File: src/rtl/arc_pkg.sv
// Shared types and constants of the arithmetic range encoder.
package arc_pkg;

	localparam int FIELD_W     = 16;
	localparam int MAX_RESULTS = 40;

	localparam logic [1:0] ST_OK  = 2'd0;
	localparam logic [1:0] ST_BAD = 2'd1;
	localparam logic [1:0] ST_SAT = 2'd2;

	localparam logic ACT_ENCODE = 1'b0;
	localparam logic ACT_FINISH = 1'b1;

	typedef struct packed {
		logic               action;
		logic [FIELD_W-1:0] upper_cum;
		logic [FIELD_W-1:0] lower_cum;
		logic [FIELD_W-1:0] total_freq;
	} in_item_t;

	typedef struct packed {
		logic [7:0] out_byte;
		logic       byte_valid;
		logic       last_result;
		logic [1:0] status;
	} out_item_t;

endpackage

File: src/rtl/arith_range_encoder_unit.sv
// Top level of the arithmetic range encoder: sequencer, bit packer, byte buffer.
//
// channel | dir | handshake            | payload
// sym     | in  | sym_valid/sym_ready  | arc_pkg::in_item_t
// res     | out | res_valid/res_ready  | arc_pkg::out_item_t
//
// An encode item runs two serial multiply-divides (start, 16 multiply steps,
// CODE_BITS + 17 divide steps, done), then renormalizes one step or follow bit
// at a time, then reads and loads each buffered byte in turn. Bad bounds caught
// at accept skip the divider and give a status-only result. A finish item emits
// its final and follow bits, flushes the partial byte and drains the buffer.
// sym_ready is high only while the sequencer is idle; a stalled res holds the drain.
// Reset leaves the interval at full range with no pending bits.
module arith_range_encoder_unit #(
	parameter int CODE_BITS  = 32,
	parameter int FREQ_BITS  = 16,
	parameter int MAX_FOLLOW = 255
) (
	input  logic               clk,
	input  logic               arst_n,
	input  logic               sym_valid,
	output logic               sym_ready,
	input  arc_pkg::in_item_t  sym,
	output logic               res_valid,
	input  logic               res_ready,
	output arc_pkg::out_item_t res
);

	localparam int CW    = CODE_BITS;
	localparam int AW    = CW + 1;
	localparam int FW    = arc_pkg::FIELD_W;
	localparam int PFW   = $clog2(MAX_FOLLOW + 1);
	localparam int GUARD = 2 * CW + 2;
	localparam int GW    = $clog2(GUARD + 1);
	localparam int MR    = arc_pkg::MAX_RESULTS;
	localparam int EW    = $clog2(MR + 1);
	localparam int RA    = $clog2(MR);
	localparam logic [CW-1:0] HALF  = CW'(1) << (CW - 1);
	localparam logic [CW-1:0] QTR   = CW'(1) << (CW - 2);
	localparam logic [CW-1:0] TQTR  = HALF | QTR;

	typedef enum logic [3:0] {
		S_IDLE, S_DIV_HI, S_WAIT_HI, S_DIV_LO, S_WAIT_LO, S_APPLY, S_RENORM,
		S_FOLLOW, S_FIN_BIT, S_FIN_BYTE, S_END, S_NOBYTE, S_RD, S_LOAD
	} state_t;

	state_t             state_q;
	logic [CW-1:0]      low_q, high_q;
	logic [PFW-1:0]     pend_q;
	logic [7:0]         shift_q;
	logic [3:0]         bl_q;
	logic [FW-1:0]      upper_q, lower_q, total_q;
	logic [AW-1:0]      ran_q, nh_q;
	logic [GW-1:0]      guard_q;
	logic               fbit_q, ret_fin_q, bad_q, sat_q;
	logic [EW-1:0]      emit_q, rd_q;
	logic               res_valid_q;
	arc_pkg::out_item_t res_q;

	logic          md_start, md_busy, md_done;
	logic [AW-1:0] md_q;
	logic          pb_bit, pb_do, pb_rec;
	logic [3:0]    bl_n, pb_bl;
	logic [7:0]    pb_shift;
	logic          we;
	logic [7:0]    wdata;
	logic [7:0]    rdata;
	logic          out_free;
	logic          res_load;
	logic [1:0]    status;
	logic          fail;

	arc_muldiv #(.AW(AW)) u_muldiv (
		.clk   (clk),
		.arst_n(arst_n),
		.start (md_start),
		.a     (ran_q),
		.b     (state_q == S_DIV_HI ? upper_q : lower_q),
		.d     (total_q),
		.busy  (md_busy),
		.done  (md_done),
		.q     (md_q)
	);

	arc_ram #(.WIDTH(8), .DEPTH(MR)) u_ram (
		.clk  (clk),
		.we   (we),
		.waddr(emit_q[RA-1:0]),
		.wdata(wdata),
		.raddr(rd_q[RA-1:0]),
		.rdata(rdata)
	);

	assign md_start  = state_q == S_DIV_HI || state_q == S_DIV_LO;
	assign sym_ready = state_q == S_IDLE;
	assign out_free  = !res_valid_q || res_ready;
	assign res_load  = out_free && (state_q == S_NOBYTE || state_q == S_LOAD);
	assign status    = bad_q ? arc_pkg::ST_BAD : (sat_q ? arc_pkg::ST_SAT : arc_pkg::ST_OK);
	assign fail      = sym.total_freq == '0 || sym.upper_cum > sym.total_freq ||
		sym.lower_cum >= sym.upper_cum || high_q < low_q ||
		((FREQ_BITS < FW) && ((sym.total_freq >> FREQ_BITS) != '0));

	// bit packer: one bit per cycle in the renorm, follow and final-bit states, first bit ends in bit 0
	always_comb begin
		pb_do  = 1'b0;
		pb_bit = 1'b0;
		unique case (state_q)
			S_RENORM: begin
				pb_do  = guard_q != GW'(GUARD) && (high_q < HALF || low_q >= HALF);
				pb_bit = !(high_q < HALF);
			end
			S_FOLLOW: begin
				pb_do  = 1'b1;
				pb_bit = fbit_q;
			end
			S_FIN_BIT: begin
				pb_do  = 1'b1;
				pb_bit = low_q >= QTR;
			end
			default: ;
		endcase
		bl_n     = (bl_q == 4'd0 || bl_q > 4'd8) ? 4'd8 : bl_q;
		pb_shift = {pb_bit, shift_q[7:1]};
		pb_bl    = bl_n - 4'd1;
		pb_rec   = pb_do && pb_bl == 4'd0;
		if (state_q == S_FIN_BYTE) begin
			wdata = shift_q >> bl_n;
			we    = emit_q < EW'(MR);
		end else begin
			wdata = pb_shift;
			we    = pb_rec && emit_q < EW'(MR);
		end
	end

	always_ff @(posedge clk or negedge arst_n) begin
		if (!arst_n) begin
			state_q     <= S_IDLE;
			low_q       <= '0;
			high_q      <= '1;
			pend_q      <= '0;
			shift_q     <= '0;
			bl_q        <= 4'd8;
			upper_q     <= '0;
			lower_q     <= '0;
			total_q     <= '0;
			ran_q       <= '0;
			nh_q        <= '0;
			guard_q     <= '0;
			fbit_q      <= 1'b0;
			ret_fin_q   <= 1'b0;
			bad_q       <= 1'b0;
			sat_q       <= 1'b0;
			emit_q      <= '0;
			rd_q        <= '0;
			res_valid_q <= 1'b0;
			res_q       <= '0;
		end else begin
			if (res_valid_q && res_ready && !res_load) begin
				res_valid_q <= 1'b0;
			end
			if (pb_do) begin
				shift_q <= pb_shift;
				bl_q    <= pb_rec ? 4'd8 : pb_bl;
			end
			if (we) begin
				emit_q <= emit_q + 1'b1;
			end
			unique case (state_q)
				S_IDLE: begin
					if (sym_valid) begin
						emit_q  <= '0;
						bad_q   <= 1'b0;
						sat_q   <= 1'b0;
						guard_q <= '0;
						upper_q <= sym.upper_cum;
						lower_q <= sym.lower_cum;
						total_q <= sym.total_freq;
						ran_q   <= {1'b0, high_q} - {1'b0, low_q} + AW'(1);
						if (sym.action == arc_pkg::ACT_FINISH) begin
							if (pend_q >= PFW'(MAX_FOLLOW)) begin
								pend_q <= PFW'(MAX_FOLLOW);
								sat_q  <= 1'b1;
							end else begin
								pend_q <= pend_q + 1'b1;
							end
							state_q <= S_FIN_BIT;
						end else if (fail) begin
							bad_q   <= 1'b1;
							state_q <= S_NOBYTE;
						end else begin
							state_q <= S_DIV_HI;
						end
					end
				end
				S_DIV_HI: state_q <= S_WAIT_HI;
				S_WAIT_HI: begin
					if (md_done) begin
						nh_q    <= md_q;
						state_q <= S_DIV_LO;
					end
				end
				S_DIV_LO: state_q <= S_WAIT_LO;
				S_WAIT_LO: begin
					if (md_done) begin
						state_q <= S_APPLY;
					end
				end
				S_APPLY: begin
					if (nh_q <= md_q) begin
						bad_q   <= 1'b1;
						state_q <= S_NOBYTE;
					end else begin
						high_q  <= CW'({1'b0, low_q} + nh_q - AW'(1));
						low_q   <= CW'({1'b0, low_q} + md_q);
						state_q <= S_RENORM;
					end
				end
				S_RENORM: begin
					ret_fin_q <= 1'b0;
					if (guard_q == GW'(GUARD)) begin
						state_q <= S_END;
					end else if (high_q < HALF || low_q >= HALF) begin
						// subtracting half is dropped by the shift
						fbit_q  <= high_q < HALF;
						low_q   <= {low_q[CW-2:0], 1'b0};
						high_q  <= {high_q[CW-2:0], 1'b1};
						guard_q <= guard_q + 1'b1;
						if (pend_q != '0) begin
							state_q <= S_FOLLOW;
						end
					end else if (low_q >= QTR && high_q < TQTR) begin
						if (pend_q >= PFW'(MAX_FOLLOW)) begin
							pend_q <= PFW'(MAX_FOLLOW);
							sat_q  <= 1'b1;
						end else begin
							pend_q <= pend_q + 1'b1;
						end
						low_q   <= {low_q[CW-2:0] - QTR[CW-2:0], 1'b0};
						high_q  <= {high_q[CW-2:0] - QTR[CW-2:0], 1'b1};
						guard_q <= guard_q + 1'b1;
					end else begin
						state_q <= S_END;
					end
				end
				S_FOLLOW: begin
					pend_q <= pend_q - 1'b1;
					if (pend_q == PFW'(1)) begin
						state_q <= ret_fin_q ? S_FIN_BYTE : S_RENORM;
					end
				end
				S_FIN_BIT: begin
					fbit_q    <= !(low_q >= QTR);
					ret_fin_q <= 1'b1;
					state_q   <= (pend_q != '0) ? S_FOLLOW : S_FIN_BYTE;
				end
				S_FIN_BYTE: begin
					low_q   <= '0;
					high_q  <= '1;
					pend_q  <= '0;
					shift_q <= '0;
					bl_q    <= 4'd8;
					rd_q    <= '0;
					state_q <= S_RD;
				end
				S_END: begin
					rd_q <= '0;
					if (emit_q != '0) begin
						state_q <= S_RD;
					end else if (status != arc_pkg::ST_OK) begin
						state_q <= S_NOBYTE;
					end else begin
						state_q <= S_IDLE;
					end
				end
				S_NOBYTE: begin
					if (out_free) begin
						res_q.out_byte    <= '0;
						res_q.byte_valid  <= 1'b0;
						res_q.last_result <= 1'b1;
						res_q.status      <= status;
						res_valid_q       <= 1'b1;
						state_q           <= S_IDLE;
					end
				end
				S_RD: state_q <= S_LOAD;
				S_LOAD: begin
					if (out_free) begin
						res_q.out_byte    <= rdata;
						res_q.byte_valid  <= 1'b1;
						res_q.last_result <= EW'(rd_q + 1'b1) == emit_q;
						res_q.status      <= status;
						res_valid_q       <= 1'b1;
						rd_q              <= rd_q + 1'b1;
						state_q           <= (EW'(rd_q + 1'b1) == emit_q) ? S_IDLE : S_RD;
					end
				end
				default: state_q <= S_IDLE;
			endcase
		end
	end

	assign res_valid = res_valid_q;
	assign res       = res_q;

	a_pend_cap: assert property (@(posedge clk) disable iff (!arst_n)
		pend_q <= PFW'(MAX_FOLLOW))
		else $error("follow count above limit");

	a_emit_cap: assert property (@(posedge clk) disable iff (!arst_n)
		emit_q <= EW'(MR))
		else $error("byte buffer overrun");

	a_idle_div: assert property (@(posedge clk) disable iff (!arst_n)
		sym_ready |-> !md_busy)
		else $error("divider busy while idle");

	a_drain_idx: assert property (@(posedge clk) disable iff (!arst_n)
		state_q == S_LOAD |-> rd_q < emit_q)
		else $error("drain index past buffered bytes");

endmodule

File: src/rtl/arc_ram.sv
// Generic single-write, single-read RAM with registered read data.
module arc_ram #(
	parameter int WIDTH = 8,
	parameter int DEPTH = 40
) (
	input  logic                     clk,
	input  logic                     we,
	input  logic [$clog2(DEPTH)-1:0] waddr,
	input  logic [WIDTH-1:0]         wdata,
	input  logic [$clog2(DEPTH)-1:0] raddr,
	output logic [WIDTH-1:0]         rdata
);

	logic [WIDTH-1:0] mem [DEPTH];

	always_ff @(posedge clk) begin
		if (we) begin
			mem[waddr] <= wdata;
		end
		rdata <= mem[raddr];
	end

endmodule

File: src/rtl/arc_muldiv.sv
// Serial multiply then restoring divide: q = (a * b) / d, one bit per cycle.
module arc_muldiv #(
	parameter int AW = 33
) (
	input  logic                        clk,
	input  logic                        arst_n,
	input  logic                        start,
	input  logic [AW-1:0]               a,
	input  logic [arc_pkg::FIELD_W-1:0] b,
	input  logic [arc_pkg::FIELD_W-1:0] d,
	output logic                        busy,
	output logic                        done,
	output logic [AW-1:0]               q
);

	localparam int FW = arc_pkg::FIELD_W;
	localparam int PW = AW + FW;
	localparam int CW = $clog2(PW + 1);

	typedef enum logic [1:0] {MD_IDLE, MD_MUL, MD_DIV} md_state_t;

	md_state_t     state_q;
	logic [PW-1:0] acc_q;
	logic [PW-1:0] mcand_q;
	logic [FW-1:0] mplier_q;
	logic [FW-1:0] dvsr_q;
	logic [FW-1:0] rem_q;
	logic [CW-1:0] cnt_q;
	logic          done_q;

	logic [FW:0] trial;
	logic        fits;

	assign trial = {rem_q, acc_q[PW-1]};
	assign fits  = trial >= {1'b0, dvsr_q};

	always_ff @(posedge clk or negedge arst_n) begin
		if (!arst_n) begin
			state_q  <= MD_IDLE;
			cnt_q    <= '0;
			done_q   <= 1'b0;
			acc_q    <= '0;
			mcand_q  <= '0;
			mplier_q <= '0;
			dvsr_q   <= '0;
			rem_q    <= '0;
		end else begin
			done_q <= state_q == MD_DIV && cnt_q == CW'(PW - 1);
			unique case (state_q)
				MD_IDLE: begin
					if (start) begin
						acc_q    <= '0;
						mcand_q  <= PW'(a);
						mplier_q <= b;
						dvsr_q   <= d;
						cnt_q    <= '0;
						state_q  <= MD_MUL;
					end
				end
				MD_MUL: begin
					if (mplier_q[0]) begin
						acc_q <= acc_q + mcand_q;
					end
					mcand_q  <= {mcand_q[PW-2:0], 1'b0};
					mplier_q <= mplier_q >> 1;
					if (cnt_q == CW'(FW - 1)) begin
						cnt_q   <= '0;
						rem_q   <= '0;
						state_q <= MD_DIV;
					end else begin
						cnt_q <= cnt_q + 1'b1;
					end
				end
				MD_DIV: begin
					// shift product out at the top, quotient bits in at the bottom
					rem_q <= fits ? FW'(trial - {1'b0, dvsr_q}) : trial[FW-1:0];
					acc_q <= {acc_q[PW-2:0], fits};
					if (cnt_q == CW'(PW - 1)) begin
						state_q <= MD_IDLE;
					end else begin
						cnt_q <= cnt_q + 1'b1;
					end
				end
				default: state_q <= MD_IDLE;
			endcase
		end
	end

	assign busy = state_q != MD_IDLE;
	assign done = done_q;
	assign q    = acc_q[AW-1:0];

endmodule

File: config.mk
export PLATFORM = sky130hd
export DESIGN_NAME = arith_range_encoder_unit
export DESIGN_NICKNAME = d
export VERILOG_FILES = /design/src/rtl/arc_pkg.sv /design/src/rtl/arith_range_encoder_unit.sv /design/src/rtl/arc_ram.sv /design/src/rtl/arc_muldiv.sv
export SDC_FILE = /design/constraint.sdc
export NUM_CORES = 2
export LEC_CHECK = 0
export ABC_AREA = 1
export BUFFER_PORTS_ARGS = -buffer_cell sky130_fd_sc_hd__clkbuf_2
export CORE_UTILIZATION = 50
export CTS_BUF_LIST = sky130_fd_sc_hd__clkbuf_8
export DETAILED_ROUTE_END_ITERATION = 16
export PLACE_DENSITY = 0.7
export SLEW_MARGIN = 20
export SYNTH_ARGS = -nofsm -noshare
export SYNTH_HDL_FRONTEND = slang
export SYNTH_HIERARCHICAL = 1
export SYNTH_SLANG_ARGS = --single-unit
File: constraint.sdc
create_clock -name clk -period 9.2 [get_ports clk]
set_input_delay 1.38 -clock clk [delete_from_list [all_inputs] [get_ports clk]]
set_output_delay 1.38 -clock clk [all_outputs]
set_load 0.005 [all_outputs]
[Word-level counts from Yosys, hierarchy flattened]
Memory sizes are Yosys's and may differ from the RTL's. A register that Yosys moved wholly into a read port is not among the register bits.
Index checks and enable logic that the tools add are counted.
Cells by class
  reductions and logical operators: 59
  multiplexer cells: 102
  magnitude comparators: 12
  $add $sub $neg: 16
  eq/ne operators: 43
  shift operators: 1
Operators with widths (count)
  two-way mux 32 bit: 8
  case mux 32 bit (3 select lines): 2
  two-way mux 49 bit: 3
  case mux 49 bit (3 select lines): 1
  case mux 49 bit (2 select lines): 1
  two-way mux 4 bit: 22
  two-way mux 8 bit: 9
  adder 32 bit: 2
  less-than comparator 32 bit, second input constant: 2
  two-way mux 16 bit: 4
  case mux 16 bit (2 select lines): 2
  subtractor 31 bit, second input constant: 2
  case mux 4 bit (14 select lines): 1
  adder 49 bit: 1
  two-way mux 6 bit: 7
  adder 33 x 1 -> 33 bit, second input constant: 1
  <= comparator 33 bit: 1
  subtractor 32 x 32 -> 33 bit: 1
  greater-or-equal comparator 32 x 31 -> 1 bit, second input constant: 1
  greater-or-equal comparator 32 bit, second input constant: 1
  less-than comparator 32 bit: 1
  case mux 8 bit (4 select lines): 1
  subtractor 32 x 1 -> 32 bit, second input constant: 1
  two-way mux 7 bit: 4
  other kinds (56): 154
Word-level totals
  memories kept: 1
  RAM bits: 320
  register bits after elaboration: 393
  output and inout bits: 14
  word-level logic and storage cells: 265
  input port bits: 53
Memories
  u_ram.mem: words 40, width 8, read ports 1, clocked after Yosys merged registers in 1, wr ports 1, line arc_ram.sv:14  | logic [WIDTH-1:0] mem [DEPTH];

[Depth between registers and ports, before layout]
  word-level depth: 11
  gate-level depth with buffers: 21
  gate-level depth less buffers: 21

[By module]
The synthesis kept the hierarchy.
By module, submodules not included
  arith_range_encoder_unit: instances 1, area each 20818.7 um^2, seq. area each 5997.0 um^2, cells each 3028
  arc_ram: instances 1, area each 13222.7 um^2, seq. area each 9769.4 um^2, cells each 1094
  arc_muldiv: instances 1, area each 12444.4 um^2, seq. area each 3878.7 um^2, cells each 1987

[Worst setup path after synthesis]
Ideal clock, no wire load.
  kind: register -> register
  start: reg bl_q[3]
  end: mem u_ram.mem[16][0], enable pin
  required time: 8.805 ns
  path buffers: 2
  period minus slack after synthesis: 3.463 ns
  arrival: 3.069 ns
  library setup time: 0.395 ns
  path slack: 5.737 ns
  cell stages (with the launch flop): 13
  cell sequence: dfstp_2 nand2_1 nand2_1 clkbuf_1 ha_1 xnor2_1 nand3_1 nand2_1 o21ai_2 inv_2 clkbuf_1 nand4_1 nor4_1
On the way
  cells in the longest elaborated chain, start to end: 10
  elaborated cells between the ends (all ways): 11
  classes of those cells: add/sub: 1; order compare: 1; mux: 4; reduce/logical: 5
Ends and longest elaborated chain
  start, declared: line arith_range_encoder_unit.sv:51  | logic [3:0] bl_q;
  start signal, assigned: line arith_range_encoder_unit.sv:163  | bl_q <= pb_rec ? 4'd8 : pb_bl;
  greater-than comparator 4 bit / logical NOT 4 bit (equally long branches): line arith_range_encoder_unit.sv:122  | bl_n = (bl_q == 4'd0 || bl_q > 4'd8) ? 4'd8 : bl_q;
  logical OR 1 bit: line arith_range_encoder_unit.sv:122
  two-way mux 4 bit *: line arith_range_encoder_unit.sv:122
  subtractor 4 x 1 -> 4 bit *: line arith_range_encoder_unit.sv:124  | pb_bl = bl_n - 4'd1;
  logical NOT 4 bit *: line arith_range_encoder_unit.sv:125  | pb_rec = pb_do && pb_bl == 4'd0;
  logical AND 1 bit *: line arith_range_encoder_unit.sv:125
  logical AND 1 bit *: line arith_range_encoder_unit.sv:131  | we = pb_rec && emit_q < EW'(MR);
  two-way mux 1 bit *: line arith_range_encoder_unit.sv:126  | if (state_q == S_FIN_BYTE) begin
  via we: line arith_range_encoder_unit.sv:65  | logic we;
  two-way mux 1 bit *: line arc_ram.sv:17  | if (we) begin
  two-way mux 1 bit (implied by the code) *: line arc_ram.sv:18  | mem[waddr] <= wdata;
  end, declared: line arc_ram.sv:14
The timed path passes the listed nets; every way through them passes the cells marked *.

==> results_tabular.tex <==
\begin{tabular}{lr}
\hline
Metric & Value \\
\hline
\multicolumn{2}{l}{\textbf{Outcome}} \\
\quad Run status & finished clean \\
\multicolumn{2}{l}{\textbf{Global route}} \\
\quad Antenna violations before repair & 3 \\
\quad Met2 capacity usage during global routing & 44.1\% \\
\quad Routing usage on met3 & 4.16\% \\
\quad Most Used Layer, Global Route & met2 \\
\quad All-layer global routing usage & 28.4\% \\
\quad Wire length of the first global-routing pass & 210 mm \\
\quad Met1 global-route usage & 40.3\% \\
\quad Residual overflow from global routing & 0 \\
\quad Largest net degree at the start of global routing & 161 \\
\quad Number of global-route vias before repair & 37300 \\
\multicolumn{2}{l}{\textbf{STA}} \\
\quad Final setup fails & 0 \\
\quad Ratio of final minimum period to clock period & 47.9\% \\
\quad Slew Viols, Final & 0 \\
\quad Peak Freq & 227 MHz \\
\quad Transition time of the tightest slew-check pin & 1.12 ns \\
\quad Slack of the critical path & 4.79 ns \\
\quad Minimum clock period after layout & 4.41 ns \\
\quad Total Negative Setup Slacks & 0 ns \\
\quad Fin Hold WS & 0.453 ns \\
\quad Unrepaired setup endpoints after global routing & false \\
\quad Final hold vios & 0 \\
\quad Worst-case headroom to the max-slew limit & 25.3\% \\
\quad Worst clock skew on the final layout & 0.0773 ns \\
\multicolumn{2}{l}{\textbf{Critical path}} \\
\quad Critical path required time & 9.83 ns \\
\quad Worst setup EP type & flop \\
\quad Worst Setup Path Type & reg -> reg \\
\quad Cell with the largest stage delay on the worst path & nand2\_1 \\
\quad Worst path top cell family by delay & simple AND/OR/NAND/NOR gates \\
\quad Highest net fanout along the worst path & 66 \\
\quad Chain of cells forming the critical path & nor2\_1 -> buf\_4 -> inv\_1 -> nor2\_1 -> nand2\_1 -> o21ai\_4 -> buf\_4 -> buf\_4 -> nand3\_1 -> o21ai\_0 \\
\quad Arrival time worst endpoint & 5.04 ns \\
\quad Cell repeated most along the worst path & buf\_4 \\
\quad Worst stage delay on the critical path & 0.81 ns \\
\quad Sort of element at the start of the critical path & flop \\
\quad Number of buffer and inverter instances along the worst setup path & 4 \\
\multicolumn{2}{l}{\textbf{Detailed routing}} \\
\quad DRT Wirelength & 135 mm \\
\quad Number of nets still failing antenna checks after routing & 0 \\
\quad Initial drt markers & 3808 \\
\quad Per-cell routed wire length & 18.1 um \\
\quad Count of TritonRoute iterations in the first routing pass & 8 \\
\quad Routed vias/inst & 5.42 \\
\quad DRC errors left & 0 \\
\quad Via count & 40400 \\
\multicolumn{2}{l}{\textbf{Clock tree}} \\
\quad Clock input transition at the sequential cells of the worst setup and hold paths & 0.06 ns \\
\quad Post-CTS setup repair buffer count & 0 \\
\quad H-tree lvl count & 3 \\
\quad TritonCTS buffer count & 117 \\
\quad Clock insertion delay at the later pin of the skew report & 0.79 ns \\
\quad Hold-fix buffer count after cts & 0 \\
\quad Max Root-Sink Buffers & 3 \\
\quad Clock Sinks & 721 \\
\quad CTS resizes & 0 \\
\quad Clock tree from TritonCTS & done \\
\quad CTS root buffer & clkbuf\_8 \\
\multicolumn{2}{l}{\textbf{Hold path}} \\
\quad Worst hold-check path type & reg -> reg \\
\multicolumn{2}{l}{\textbf{Floorplan}} \\
\quad Count of pins on the block boundary & 67 \\
\quad Core Rows & 111 \\
\quad DIE WIDTH & 307 um \\
\quad Die area & 94200 um2 \\
\quad Effective utilization at floorplan & 50.6\% \\
\quad Core Area & 91900 um2 \\
\quad Die Y-Extent & 307 um \\
\multicolumn{2}{l}{\textbf{Yosys}} \\
\quad Post-synth cell types & 65 \\
\quad Synthesized net count & 6485 \\
\quad Yosys warnings & 6 \\
\quad Share of flip-flops with an asynchronous set or reset & 54.5\% \\
\quad Cell accounting for the most synthesized area & edfxtp\_1 \\
\quad Commonest register cell after synthesis & dfrtp\_1 \\
\quad Average cell area after synthesis & 7.61 um2 \\
\quad Synth top area share & 20.7\% \\
\quad Proportion of synthesized chip area in sequential cells & 42.3\% \\
\quad Leading post-synthesis cells by cell area & edfxtp\_1 (21\%), dfrtp\_1 (19\%), nand2\_1 (16\%), ha\_1 (8.2\%), inv\_1 (6.3\%) \\
\quad Area of the mapped netlist & 46500 um2 \\
\quad Number of enable-type register cells in the synthesized netlist & 320 \\
\quad Cell count after synthesis & 6109 \\
\quad FF+latch count, synth & 721 \\
\multicolumn{2}{l}{\textbf{Power and ir drop}} \\
\quad Worst supply voltage drop on vdd & 0.000123 V \\
\quad P\_leak & 25.1 nW \\
\quad Power density over the cells & 131 nW/um2 \\
\multicolumn{2}{l}{\textbf{Job}} \\
\quad Maximum Capacitance Violations & 0 \\
\multicolumn{2}{l}{\textbf{Final layout}} \\
\quad Cell area after layout & 50100 um2 \\
\quad Layout filler cell count & 8823 \\
\quad Post-layout instance count excluding filler cells & 7461 \\
\quad Layout Area Growth over Synthesis & 7.84\% \\
\quad Fraction of final layout cells sized beyond drive strength 1 & 7.95\% \\
\quad Total number of nets in the final design & 6488 \\
\quad Most common library cell in the layout ignoring fill and taps & nand2\_1 \\
\quad Commonest non-fill, non-tap cells in the layout & nand2\_1 (1947), inv\_1 (814), nand3\_1 (472), nor2\_1 (441), dfrtp\_1 (358) \\
\multicolumn{2}{l}{\textbf{Place}} \\
\quad Buffers on Ports & 66 \\
\quad Pre-CTS worst setup slack & 4.99 ns \\
\quad Routability congestion estimate from global placement & 0.981 \\
\quad Area of placed instances & 47500 um2 \\
\quad HPWL Detailed & 99.0 mm \\
\quad Number of cells after detailed placement & 7236 \\
\hline
\end{tabular}
## flip-flops by register name (all words and copies together), names as in the netlist, 7 cells and up
name               cells
u_muldiv/dvsr_q       16
lower_q               16
nh_q                  33
u_muldiv/rem_q        16
upper_q               16
shift_q                8
total_q               16
pend_q                 8
high_q                32
res                   12
u_muldiv/acc_q        49
u_ram/rdata            8
u_ram/mem            320
u_muldiv/mcand_q      49
ran_q                 33
low_q                 32
u_muldiv/mplier_q     16
guard_q                7
## logic make-up (layout without fill, tap and decap cells)
kind of cell	after synthesis	count (layout)	share of synthesized area (%)
AND/OR/NAND/NOR	3081	3081	27.4
buffers and inverters	1032	1138	9.19
AO/OA/AOI/OAI	892	892	11.0
flip-flops	721	721	42.3
adder cells (fa/ha/maj)	323	323	9.02
XOR/XNOR	59	59	1.11
multiplexers	1	1	0.0242
other	0	3	0
## layout make-up
cell class,instances,area (um2),share of cell area [%]
clock inverters,83,667,1.33
multi-input cells,4356,22600,45.2
inverters,812,3050,6.09
well taps,1243,1560,3.10
repair buffers,104,638,1.27
diodes,3,7.51,0.0150
clock buffers,139,1910,3.82
flip-flops and latches,721,19700,39.2
## worst paths after layout
check	slack (ns)	endpoint	start	cells past startpoint
max	4.79	u_muldiv/mcand_q[46]	state_q[2]	10
min	0.45	res[7]	u_ram/rdata[3]	1
max reg2reg	4.79	u_muldiv/mcand_q[46]	state_q[2]	10
min reg2reg	0.45	res[7]	u_ram/rdata[3]	1
max in group asynchronous	6.70	u_muldiv/acc_q[14]	arst_n	3
min in group asynchronous	0.51	res[8]	arst_n	1
## Yosys cell counts (all sizes together) (46+ instances only)
library cell and n:
a21oi 276, buf 134, o21ai 424, ha 303
nor3 46, inv 805, a31oi 57, clkbuf 86
edfxtp 320, nand3 478, nand2 1987, nand4 55
nor2 468, dfrtp 360
## metrics by stage
step / util, % / power [mW]
floorplan: - / 3.50
global placement: 51.7 / 3.58
detailed placement: 51.7 / 3.58
CTS: 54.5 / 6.60
global route: 54.5 / 6.76
finish: 54.5 / 6.55
## layer usage
metal  share of wire (%)  vias to the layer above
met5                   0                        -
li1                    -                    19900
met2                  44                     1363
met4                 3.8                        0
met3                 6.6                      257
met1                  45                    18900
## power breakdown
part	internal [mW]	switching [mW]
registers	3.34	0.00668
logic	0.0462	0.119
clock network	1.64	1.39
No activity file was read; power rests on OpenSTA's default activity.
